==> src/rtl/tcp_handshake_tracker_macros.svh <==
// Assertion macros used by the handshake tracker top level.
`ifndef TCP_HANDSHAKE_TRACKER_MACROS_SVH
`define TCP_HANDSHAKE_TRACKER_MACROS_SVH

// Same-cycle implication, checked outside reset.
`define THT_ASSERT_NOW(label, ante, cons, msg) \
  label: assert property (@(posedge clk) disable iff (!rst_n) (ante) |-> (cons)) \
    else $error(msg);

// Next-cycle implication, checked outside reset.
`define THT_ASSERT_NEXT(label, ante, cons, msg) \
  label: assert property (@(posedge clk) disable iff (!rst_n) (ante) |=> (cons)) \
    else $error(msg);

`endif

==> src/rtl/tht_pkg.sv <==
// Types and constants of the handshake tracker.
`default_nettype none
package tht_pkg;

  localparam logic [1:0] CMD_SYN    = 2'd0;
  localparam logic [1:0] CMD_SYNACK = 2'd1;
  localparam logic [1:0] CMD_ACK    = 2'd2;
  localparam logic [1:0] CMD_TICK   = 2'd3;

  localparam logic [7:0]  TIMEOUT_RST = 8'd10;
  localparam logic [15:0] COUNT_MAX   = 16'hFFFF;

  // Request token that walks the cell row.
  typedef struct packed {
    logic        vld;
    logic        pass2;   // second sweep: insert or refresh
    logic [1:0]  cmd;
    logic [31:0] key_s;   // key probed in the SYN-ACK wait table
    logic [31:0] key_a;   // key probed in the ACK wait table
    logic        hit_s;
    logic        hit_a;
    logic        done;    // insert or refresh landed
    logic [15:0] fails;   // running failure count on a tick
  } tok_t;

endpackage
`default_nettype wire

==> src/rtl/tht_cell.sv <==
// One entry of both wait tables plus its stage of the request row.
`default_nettype none
module tht_cell
  import tht_pkg::*;
(
  input  wire logic       clk,
  input  wire logic       rst_n,
  input  wire logic [7:0] timeout,
  input  wire tok_t       tok_in,
  output tok_t            tok_out
);

  logic [31:0] s_key_r, s_key_nxt, a_key_r, a_key_nxt;
  logic [7:0]  s_tmr_r, s_tmr_nxt, a_tmr_r, a_tmr_nxt;
  logic        s_vld_r, s_vld_nxt, a_vld_r, a_vld_nxt;
  tok_t        tok_r, tok_nxt;

  logic        s_eq, a_eq;
  logic [7:0]  s_dec, a_dec;
  logic [1:0]  inc;
  logic [16:0] fsum;

  assign s_eq  = s_vld_r && (s_key_r == tok_in.key_s);
  assign a_eq  = a_vld_r && (a_key_r == tok_in.key_a);
  assign s_dec = (s_tmr_r != 8'd0) ? s_tmr_r - 8'd1 : 8'd0;
  assign a_dec = (a_tmr_r != 8'd0) ? a_tmr_r - 8'd1 : 8'd0;
  assign inc   = {1'b0, s_vld_r && (s_dec == 8'd0)} + {1'b0, a_vld_r && (a_dec == 8'd0)};
  assign fsum  = {1'b0, tok_in.fails} + {15'd0, inc};

  always_comb begin
    s_key_nxt = s_key_r;
    s_tmr_nxt = s_tmr_r;
    s_vld_nxt = s_vld_r;
    a_key_nxt = a_key_r;
    a_tmr_nxt = a_tmr_r;
    a_vld_nxt = a_vld_r;
    tok_nxt   = tok_in;
    if (tok_in.vld) begin
      if (!tok_in.pass2) begin
        unique case (tok_in.cmd)
          CMD_SYN: begin
            if (s_eq) tok_nxt.hit_s = 1'b1;
          end
          CMD_SYNACK: begin
            // drop the matching SYN-ACK wait entry, probe the ACK table for the new key
            if (s_eq && !tok_in.hit_s) begin
              s_vld_nxt     = 1'b0;
              tok_nxt.hit_s = 1'b1;
            end
            if (a_eq) tok_nxt.hit_a = 1'b1;
          end
          CMD_ACK: begin
            if (a_eq && !tok_in.hit_a) begin
              a_vld_nxt     = 1'b0;
              tok_nxt.hit_a = 1'b1;
            end
          end
          default: begin
            // tick: age both entries, drop and count expired ones
            if (s_vld_r) begin
              s_tmr_nxt = s_dec;
              if (s_dec == 8'd0) s_vld_nxt = 1'b0;
            end
            if (a_vld_r) begin
              a_tmr_nxt = a_dec;
              if (a_dec == 8'd0) a_vld_nxt = 1'b0;
            end
            tok_nxt.fails = fsum[16] ? COUNT_MAX : fsum[15:0];
          end
        endcase
      end else if (tok_in.cmd == CMD_SYN) begin
        if (tok_in.hit_s) begin
          if (s_eq) begin
            s_tmr_nxt    = timeout;
            tok_nxt.done = 1'b1;
          end
        end else if (!tok_in.done && !s_vld_r) begin
          s_key_nxt    = tok_in.key_s;
          s_tmr_nxt    = timeout;
          s_vld_nxt    = 1'b1;
          tok_nxt.done = 1'b1;
        end
      end else begin
        if (tok_in.hit_a) begin
          if (a_eq) begin
            a_tmr_nxt    = timeout;
            tok_nxt.done = 1'b1;
          end
        end else if (!tok_in.done && !a_vld_r) begin
          a_key_nxt    = tok_in.key_a;
          a_tmr_nxt    = timeout;
          a_vld_nxt    = 1'b1;
          tok_nxt.done = 1'b1;
        end
      end
    end
  end

  always_ff @(posedge clk) begin
    s_key_r <= s_key_nxt;
    a_key_r <= a_key_nxt;
  end

  always_ff @(posedge clk) begin
    if (!rst_n) begin
      s_tmr_r   <= 8'd0;
      s_vld_r   <= 1'b0;
      a_tmr_r   <= 8'd0;
      a_vld_r   <= 1'b0;
      tok_r.vld <= 1'b0;
    end else begin
      s_tmr_r <= s_tmr_nxt;
      s_vld_r <= s_vld_nxt;
      a_tmr_r <= a_tmr_nxt;
      a_vld_r <= a_vld_nxt;
      tok_r   <= tok_nxt;
    end
  end

  assign tok_out = tok_r;

endmodule
`default_nettype wire

==> src/rtl/tcp_handshake_tracker.sv <==
// Top level of the TCP handshake tracker: command control and the cell row.
// Each request walks a row of WAIT_ENTRIES cells, one cell a cycle; every cell
// holds one SYN-ACK wait entry and one ACK wait entry. ACK, tick and unmatched
// SYN-ACK requests take one sweep; SYN and matched SYN-ACK requests take a lookup
// sweep and an insert sweep. start is taken only while idle, so a new request
// waits for the previous one to finish; busy is high until the result strobe.
// Each request yields exactly one result, shown for one cycle with out_valid;
// the receiver cannot stall it. Write cfg_wdata only while busy is low.
`default_nettype none
`include "tcp_handshake_tracker_macros.svh"
module tcp_handshake_tracker
  import tht_pkg::*;
#(
  parameter int WAIT_ENTRIES = 16
) (
  input  wire logic        clk,
  input  wire logic        rst_n,
  input  wire logic        start,
  output logic             busy,
  input  wire logic [1:0]  in_cmd,
  input  wire logic [31:0] in_seq_num,
  input  wire logic [31:0] in_ack_num,
  input  wire logic        cfg_we,
  input  wire logic [7:0]  cfg_wdata,
  output logic             out_valid,
  output logic             out_matched,
  output logic             out_table_full,
  output logic             out_report_valid,
  output logic [15:0]      out_success_count,
  output logic [15:0]      out_fail_count
);

  localparam logic [1:0] ST_IDLE  = 2'd0;
  localparam logic [1:0] ST_PASS1 = 2'd1;
  localparam logic [1:0] ST_PASS2 = 2'd2;

  logic [1:0]  state_r, state_nxt;
  logic [7:0]  timeout_r;
  logic [15:0] succ_r, succ_nxt, fail_r, fail_nxt;
  tok_t        inj_r, inj_nxt;
  tok_t        link [0:WAIT_ENTRIES];
  tok_t        tail;

  logic        ov_r, ov_nxt;
  logic        om_r, om_nxt, of_r, of_nxt, orv_r, orv_nxt;
  logic [15:0] osc_r, osc_nxt, ofc_r, ofc_nxt;

  assign link[0] = inj_r;
  assign tail    = link[WAIT_ENTRIES];

  for (genvar g = 0; g < WAIT_ENTRIES; g++) begin : g_cell
    tht_cell u_cell (
      .clk     (clk),
      .rst_n   (rst_n),
      .timeout (timeout_r),
      .tok_in  (link[g]),
      .tok_out (link[g+1])
    );
  end

  always_comb begin
    state_nxt = state_r;
    inj_nxt     = inj_r;
    inj_nxt.vld = 1'b0;
    succ_nxt  = succ_r;
    fail_nxt  = fail_r;
    ov_nxt    = 1'b0;
    om_nxt    = 1'b0;
    of_nxt    = 1'b0;
    orv_nxt   = 1'b0;
    osc_nxt   = 16'd0;
    ofc_nxt   = 16'd0;
    unique case (state_r)
      ST_IDLE: begin
        if (start) begin
          inj_nxt.vld   = 1'b1;
          inj_nxt.pass2 = 1'b0;
          inj_nxt.cmd   = in_cmd;
          inj_nxt.key_s = (in_cmd == CMD_SYN) ? in_seq_num + 32'd1 : in_ack_num;
          inj_nxt.key_a = (in_cmd == CMD_SYNACK) ? in_seq_num + 32'd1 : in_ack_num;
          inj_nxt.hit_s = 1'b0;
          inj_nxt.hit_a = 1'b0;
          inj_nxt.done  = 1'b0;
          inj_nxt.fails = 16'd0;
          state_nxt     = ST_PASS1;
        end
      end
      ST_PASS1, ST_PASS2: begin
        if (tail.vld) begin
          if (state_r == ST_PASS1 &&
              (tail.cmd == CMD_SYN || (tail.cmd == CMD_SYNACK && tail.hit_s))) begin
            // rerun the row to insert or refresh the new key
            inj_nxt       = tail;
            inj_nxt.pass2 = 1'b1;
            state_nxt     = ST_PASS2;
          end else begin
            ov_nxt    = 1'b1;
            om_nxt    = (tail.cmd == CMD_SYNACK && tail.hit_s) ||
                        (tail.cmd == CMD_ACK && tail.hit_a);
            of_nxt    = tail.pass2 && !tail.done;
            state_nxt = ST_IDLE;
            if (tail.cmd == CMD_TICK) begin
              orv_nxt  = 1'b1;
              osc_nxt  = succ_r;
              ofc_nxt  = fail_r;
              succ_nxt = 16'd0;
              fail_nxt = tail.fails;
            end else if (tail.cmd == CMD_ACK && tail.hit_a && succ_r != COUNT_MAX) begin
              succ_nxt = succ_r + 16'd1;
            end
          end
        end
      end
      default: state_nxt = ST_IDLE;
    endcase
  end

  always_ff @(posedge clk) begin
    if (!rst_n) begin
      state_r   <= ST_IDLE;
      timeout_r <= TIMEOUT_RST;
      succ_r    <= 16'd0;
      fail_r    <= 16'd0;
      inj_r.vld <= 1'b0;
      ov_r      <= 1'b0;
    end else begin
      state_r <= state_nxt;
      succ_r  <= succ_nxt;
      fail_r  <= fail_nxt;
      inj_r   <= inj_nxt;
      ov_r    <= ov_nxt;
      if (cfg_we) timeout_r <= cfg_wdata;
    end
  end

  always_ff @(posedge clk) begin
    om_r  <= om_nxt;
    of_r  <= of_nxt;
    orv_r <= orv_nxt;
    osc_r <= osc_nxt;
    ofc_r <= ofc_nxt;
  end

  assign busy              = (state_r != ST_IDLE);
  assign out_valid         = ov_r;
  assign out_matched       = om_r;
  assign out_table_full    = of_r;
  assign out_report_valid  = orv_r;
  assign out_success_count = osc_r;
  assign out_fail_count    = ofc_r;

  `THT_ASSERT_NEXT(a_accept_busy, start && !busy, busy, "busy not raised after accept")
  `THT_ASSERT_NOW(a_result_idle, ov_r, !busy, "result strobe while still busy")
  `THT_ASSERT_NOW(a_tail_busy, tail.vld, busy, "token left the row while idle")
  `THT_ASSERT_NOW(a_report_clean, ov_r && orv_r, !om_r && !of_r,
                  "tick result carries match or full flag")

endmodule
`default_nettype wire

==> config.mk <==
export PLATFORM = sky130hd
export DESIGN_NAME = tcp_handshake_tracker
export DESIGN_NICKNAME = d
export VERILOG_FILES = /design/src/rtl/tht_pkg.sv /design/src/rtl/tht_cell.sv /design/src/rtl/tcp_handshake_tracker.sv
export VERILOG_INCLUDE_DIRS = /design/src /design/src/rtl
export SDC_FILE = /design/constraint.sdc
export NUM_CORES = 2
export LEC_CHECK = 0
export BUFFER_PORTS_ARGS = -buffer_cell sky130_fd_sc_hd__buf_2
export CAP_MARGIN = 30
export CELL_PAD_IN_SITES_DETAIL_PLACEMENT = 1
export CELL_PAD_IN_SITES_GLOBAL_PLACEMENT = 1
export CORE_UTILIZATION = 59
export CTS_BUF_LIST = sky130_fd_sc_hd__clkbuf_4 sky130_fd_sc_hd__clkbuf_8
export DETAILED_ROUTE_END_ITERATION = 8
export PLACE_DENSITY_LB_ADDON = 0.1
export SLEW_MARGIN = 0
export SYNTH_ARGS = -nofsm -noshare
export SYNTH_HDL_FRONTEND = slang
export SYNTH_SLANG_ARGS = --single-unit
==> constraint.sdc <==
create_clock -name clk -period 11.2 [get_ports clk]
set_input_delay 1.12 -clock clk [delete_from_list [all_inputs] [get_ports clk]]
set_output_delay 1.12 -clock clk [all_outputs]
set_load 0.03 [all_outputs]
# [Word level (Yosys, flattened, before mapping)]
# Index checks and enable logic that the tools add are counted.
[totals] wordCells=2007 input_bits=78 register_bits=2869
[op_classes] mux=830 n_reduce_logical=486 add_sub_neg=66 n_eq_ne=314 bitwise=52
[op_table] cell="$mux 8" n=256
[op_table] cell="$eq 32x32->1" n=32
[op_table] cell="$mux 16" n=50
[op_table] cell="$mux 1" n=418
[op_table] cell="$reduce_and 6->1" n=64
[op_table] cell="$mux 19" n=16
[op_table] cell="$ne 3x2->1 const B" n=96
[op_table] cell="$add 16x2->17" n=16
[op_table] cell="$mux 87" n=3
[op_table] cell="$logic_not 8->1" n=32
[op_table] cell="$reduce_bool 8->1" n=32
[op_table] cell="$sub 8x1->8 const B" n=32
[op_table] cell="$ne 2x1->1 const B" n=97
[op_table] cell="$pmux 87 s2" n=1
[op_table] cell="$reduce_and 5->1" n=33
[op_table] cell="$logic_and 1x1->1" n=133
[op_table] cell="$pmux 1 s2" n=64
[op_table] cell="$ne 2x2->1 const B" n=50
[op_table] cell="$logic_not 1->1" n=81
[op_table] cell="$reduce_bool 2->1" n=35
[op_table] cell="$reduce_or 2->1" n=33
[op_table] cell="$mux 32" n=2
[op_table] cell="$not 1->1" n=52
[op_table] cell="$reduce_or 3->1" n=17
[op_table] cell="14 further kinds" n=103

# [Logic depth before layout (Yosys ltp)]
[logic_depth] depth_word=10 mapped_depth=18 mapped_depth_nobuf=18

# [Hierarchy]
# A second synthesis with hierarchy kept.
[unflattened] cells_unflattened=9051 hier_area_um2=122065.8
[by_module_without_submodules] module="tht_cell (g_cell[0].u_cell ...)" n_inst=4 area_per_inst_um2=7158.1 cells_per_inst=524 seq_area_each_um2=4884.7
[by_module_without_submodules] module="tht_cell (g_cell[1].u_cell ...)" n_inst=3 area_per_inst_um2=7243.2 cells_per_inst=541 seq_area_each_um2=4884.7
[by_module_without_submodules] module="tht_cell (g_cell[13].u_cell ...)" n_inst=3 area_per_inst_um2=7196.9 cells_per_inst=518 seq_area_each_um2=4884.7
[by_module_without_submodules] module="tht_cell (g_cell[5].u_cell ...)" n_inst=3 area_per_inst_um2=7119.3 cells_per_inst=512 seq_area_each_um2=4884.7
[by_module_without_submodules] module="tcp_handshake_tracker" n_inst=1 area_per_inst_um2=7283.2 cells_per_inst=689 seq_area_each_um2=4164.0
[by_module_without_submodules] module="tht_cell (g_cell[4].u_cell)" n_inst=1 area_per_inst_um2=7247.0 cells_per_inst=533 seq_area_each_um2=4884.7
[by_module_without_submodules] module="tht_cell (g_cell[9].u_cell)" n_inst=1 area_per_inst_um2=7159.4 cells_per_inst=518 seq_area_each_um2=4884.7
[by_module_without_submodules] module="tht_cell (g_cell[8].u_cell)" n_inst=1 area_per_inst_um2=7065.5 cells_per_inst=502 seq_area_each_um2=4884.7

# [Worst setup path before layout]
# Ideal clock, no wire load.
[synth_path] kind="input to register" from="in rst_n" to="reg inj_r[0] (netlist name) (enable)" setup_time_ns=0.531 setup_slack_ns=5.099 arrival_ns=5.570 path_stages=5 required_time_ns=10.669 path_cell_list="clkbuf_1 -> clkbuf_1 -> clkbuf_1 -> nand2_1 -> nor2_1"
[synth_via] elab_chain_len=1
[synth_lines] element="start: declaration" line_no="tcp_handshake_tracker.sv:17" text="input wire logic rst_n,"
[synth_lines] element="$reduce_and 5->1 (no line)"
[synth_lines] element="end signal: assignment" line_no="tcp_handshake_tracker.sv:130" text="inj_r <= inj_nxt;"
[synth_lines] element="end: declaration" line_no="tcp_handshake_tracker.sv:40" text="tok_t inj_r, inj_nxt;"
# No other way between the ends.
# A chain may end at the register's enable or synchronous reset.

==> implementation parameters <==
Parameter                              Value

Floorplanning
  Area of the core    ~200000 um2
  Die boundary height    454.9 um
  X dimension of the die    454.9 um
  Boundary Pins    115
  Starting density of the core    59.63%
  Num rows    165
  Floorplan die area    206900 um2

CTS
  Post-CTS Repair Setup Buffers    0
  H-tree Lvls    5
  Longest Clk Path Bufs    4
  CTS Buf Count    456
  CTS tree    built
  Post_cts resized    0
  Later-pin clock latency in the skew report    1.20 ns
  Hold-fix buffers at CTS    0
  Clock root buffer master    clkbuf_8
  Clock net sink count    2869
  Clock edge transition at the registers on the reported setup and hold paths    about 0.060 ns

Hold path
  Hold wc startpoint    cfg_wdata[2]
  Class of the worst hold path    in2reg
  WHS Endpoint    timeout_r[2]
  Worst hold path cell count    3

Placement
  Post-placement setup slack    6.565 ns
  Detailed placement HPWL    237400 um
  Final weighted congestion in routability-driven placement    between 0.9 and 1
  Number of I/O port buffers    114

STA
  Hold Vio Cnt, Final    0
  Setup total negative slack    0 ns
  Setup-violating endpoint count in the final report    0
  Fraction of the cycle the final worst path needs    42.26%
  Time the final worst path needs with I/O delays and setup    4.733 ns
  Clock skew after layout    roughly 0.13 ns
  WHS    0.2754 ns
  Minimum setup slack in the final design    6.467 ns
  Highest attainable clock frequency    211.3 MHz
  Headroom to the max-slew limit    15.76%
  Slew @ Worst Pin    about 1.3 ns
  Unrepaired setup endpoints after global routing    false
  Total count of max-transition violations in the final report    0

Cells and area
  Ratio of cells with drive above 1 in the final layout    ~11%
  Number of nets in the finished design    9593
  Synthesis-to-layout area growth    10.70%
  Layout Utilization    66.02%

Worst setup path
  Cell type group with the largest total delay on the critical path    simple AND/OR/NAND/NOR gates
  Number of buffer and inverter stages on the critical path    1
  Cell depth of the worst flop-to-flop path    14
  Kind of start point of the critical path    flip-flop
  Cell-by-cell listing of the critical path    nor4_1, nor2b_1, nand2_1, mux2i_1, nor3b_1, nand2_1, fa_1, inv_1, ha_1, nand3_1, nor2_1, nand3_1, or3_1, o21ai_0
  Capture instance of the worst register-to-register path    g_cell[0].u_cell.tok_out[5]
  Critical Path Sink Type    flip-flop
  Worst setup path start    g_cell[0].u_cell.a_tmr_r[2]
  Arrival @ worst endpoint    around 5.6 ns
  Highest fanout seen on the critical path    11
  Cell with the biggest individual delay on the critical path    or3_1
  Reg2Reg Launch Point    g_cell[0].u_cell.a_tmr_r[2]
  Required time of the critical path    12.10 ns
  Kind of critical path    reg2reg
  Register-to-register setup slack    about 6.5 ns
  Biggest cell delay along the critical path    0.63 ns

Power
  Internal power    17.02 mW
  Peak ir drop on the vdd network    0.2731 mV
  Static leakage power    47.12 nW
  Net switching power of the design    5.471 mW
  Sw Share    around 24%
  Pwr/cell area    167.9 nW/um2
  Logic gate share of total power    3.4%
  Register share of total power    between 50% and 60%
  Clock network fraction of design power    between 40% and 50%

Logic synthesis
  Area contributors post-synth    edfxtp_1 (62%), dfxtp_1 (6.3%), xnor2_1 (5.4%)
  Synthesis Warnings    0
  Fraction of synthesized cell area taken by the top area cell type    61.69%
  Avg Cell Area, Syn    between 10 and 15 um2
  Seq cells post-synth    2869
  Number of enable flip-flop cells after synthesis    2486
  Synth cell count leaders    edfxtp_1 (2486), xnor2_1 (749), nand2_1 (732)
  Share of async-settable or async-resettable flops after synthesis    0%
  Mapped Nets    between 9000 and 10000
  Biggest area consumer among synthesized cells    edfxtp_1
  Fraction of the yosys area taken by sequential cells    68.02%
  Post-Synthesis Cell Area    about 120000 um2
  Count of mapped cells out of synthesis    8903
  Commonest register cell after synthesis    edfxtp_1
  Distinct cell type count after synthesis    89
  Most frequently used cell type in the post-synthesis netlist    edfxtp_1

Detailed routing
  DRC violation count after routing    0
  Vias/cell    6.357
  Initial drt markers    8719
  Post-detailed-routing wire length    372600 um
  Via count    78650
  Detail-routed net length per standard cell    30.12 um
  Post-detailed-route count of antenna-violating nets    0
  Iteration count of the initial detailed-routing pass    6

GRT
  Antenna violations before repair    19
  Wire length of the first global-routing pass    around 540000 um
  Pin count of the biggest net entering global routing    201
  Overall track demand over capacity in global routing    35.70%
  Via count of the first global-routing pass    81710
  Final global-route overflow total    0

Outcome
  Status    finished clean

Flow run
  Number of max-cap violations    0
## cell usage in the layout, fill, tap and decap left out, types with 62 or more instances in the layout
cell type  count
a21oi_1      204
nand2_1      732
o21ai_0      383
dfxtp_1      382
inv_1        226
a31oi_1       62
clkbuf_8     474
clkinv_1     105
a211oi_1      64
nand4_1      214
nor4_1       136
xor2_1       502
xnor2_1      749
nor3_1       225
nor2_1       569
buf_2        114
ha_1         149
o211ai_1      88
and3_1       123
and2_1        96
nor2b_1       74
o211a_1       68
mux2i_1      137
buf_4         85
clkinv_2      66
nand3_1      234
nand2b_1      86
clkbuf_4     125
edfxtp_1    2486
## per-stage QoR
stage	std cells	total power, mW	area, um2
floorplan	8903	12.83	121000
global placement	11550	13.29	124900
detailed placement	11560	13.36	125000
CTS	12360	22.54	133900
global route	12370	22.98	134000
finish	12370	22.49	134000
## layout make-up
class	count	area [um2]
sequential	2869	82320
fill	19160	68970
multi-input combinational	5582	37150
clock buffer	598	7455
tap	2672	3343
clock inverter	201	1410
timing repair buffer	208	1391
inverter	233	879.6
antenna	9	22.52
## how the worst max path moves through the flow
stage,endpoint,depth (start not counted)
2_1_floorplan,inj_r[0],5
3_5_place_dp,g_cell[9].u_cell.tok_out[13],15
4_1_cts,g_cell[0].u_cell.tok_out[5],14
6_report,g_cell[0].u_cell.tok_out[5],14
3_3_place_gp,g_cell[12].u_cell.tok_out[10],15
5_1_grt,g_cell[0].u_cell.tok_out[5],14
## state kept, by name, indices dropped and copies added, names as in the netlist, 87 cells and up
| signal | count |
|---|---|
| g_cell.u_cell.a_tmr_r | 128 |
| g_cell.u_cell.a_key_r | 512 |
| g_cell.u_cell.tok_out | 1392 |
| g_cell.u_cell.s_tmr_r | 128 |
| inj_r | 87 |
| g_cell.u_cell.s_key_r | 512 |
## worst min-delay path: stages
cell and delay, ns:
buf_2 0.07, mux2i_1 0.05, nor2_1 0.07
## per-layer routing
metal  track usage [%]  vias to the layer above  routed length (um)
met5                 0                        -                 101
met4             17.86                       14               20540
met3             6.756                      965               30010
met2             59.54                     3888              181800
met1             44.75                    39800              140200
li1                  -                    33980                   -
## power groups by stage
stage	Sequential [mW]	Combinational, mW	Clock (mW)
2_1_floorplan	12.4	0.428	0
3_3_place_gp	12.6	0.683	0
3_5_place_dp	12.6	0.725	0
4_1_cts	12.4	0.760	9.33
5_1_grt	12.5	0.822	9.68
6_report	12.5	0.773	9.25
## cells by family after synthesis
kind of cell             after synthesis  synth area share (%)
AO/OA/AOI/OAI                       1236                 6.803
XOR/XNOR                            1251                 9.054
adder cells (fa/ha/maj)              165                 1.805
buffers and inverters                452                 1.460
flip-flops                          2869                 68.02
multiplexers                         161                 1.360
AND/OR/NAND/NOR                     2769                 11.50
Power figures use the tool's default switching activity.
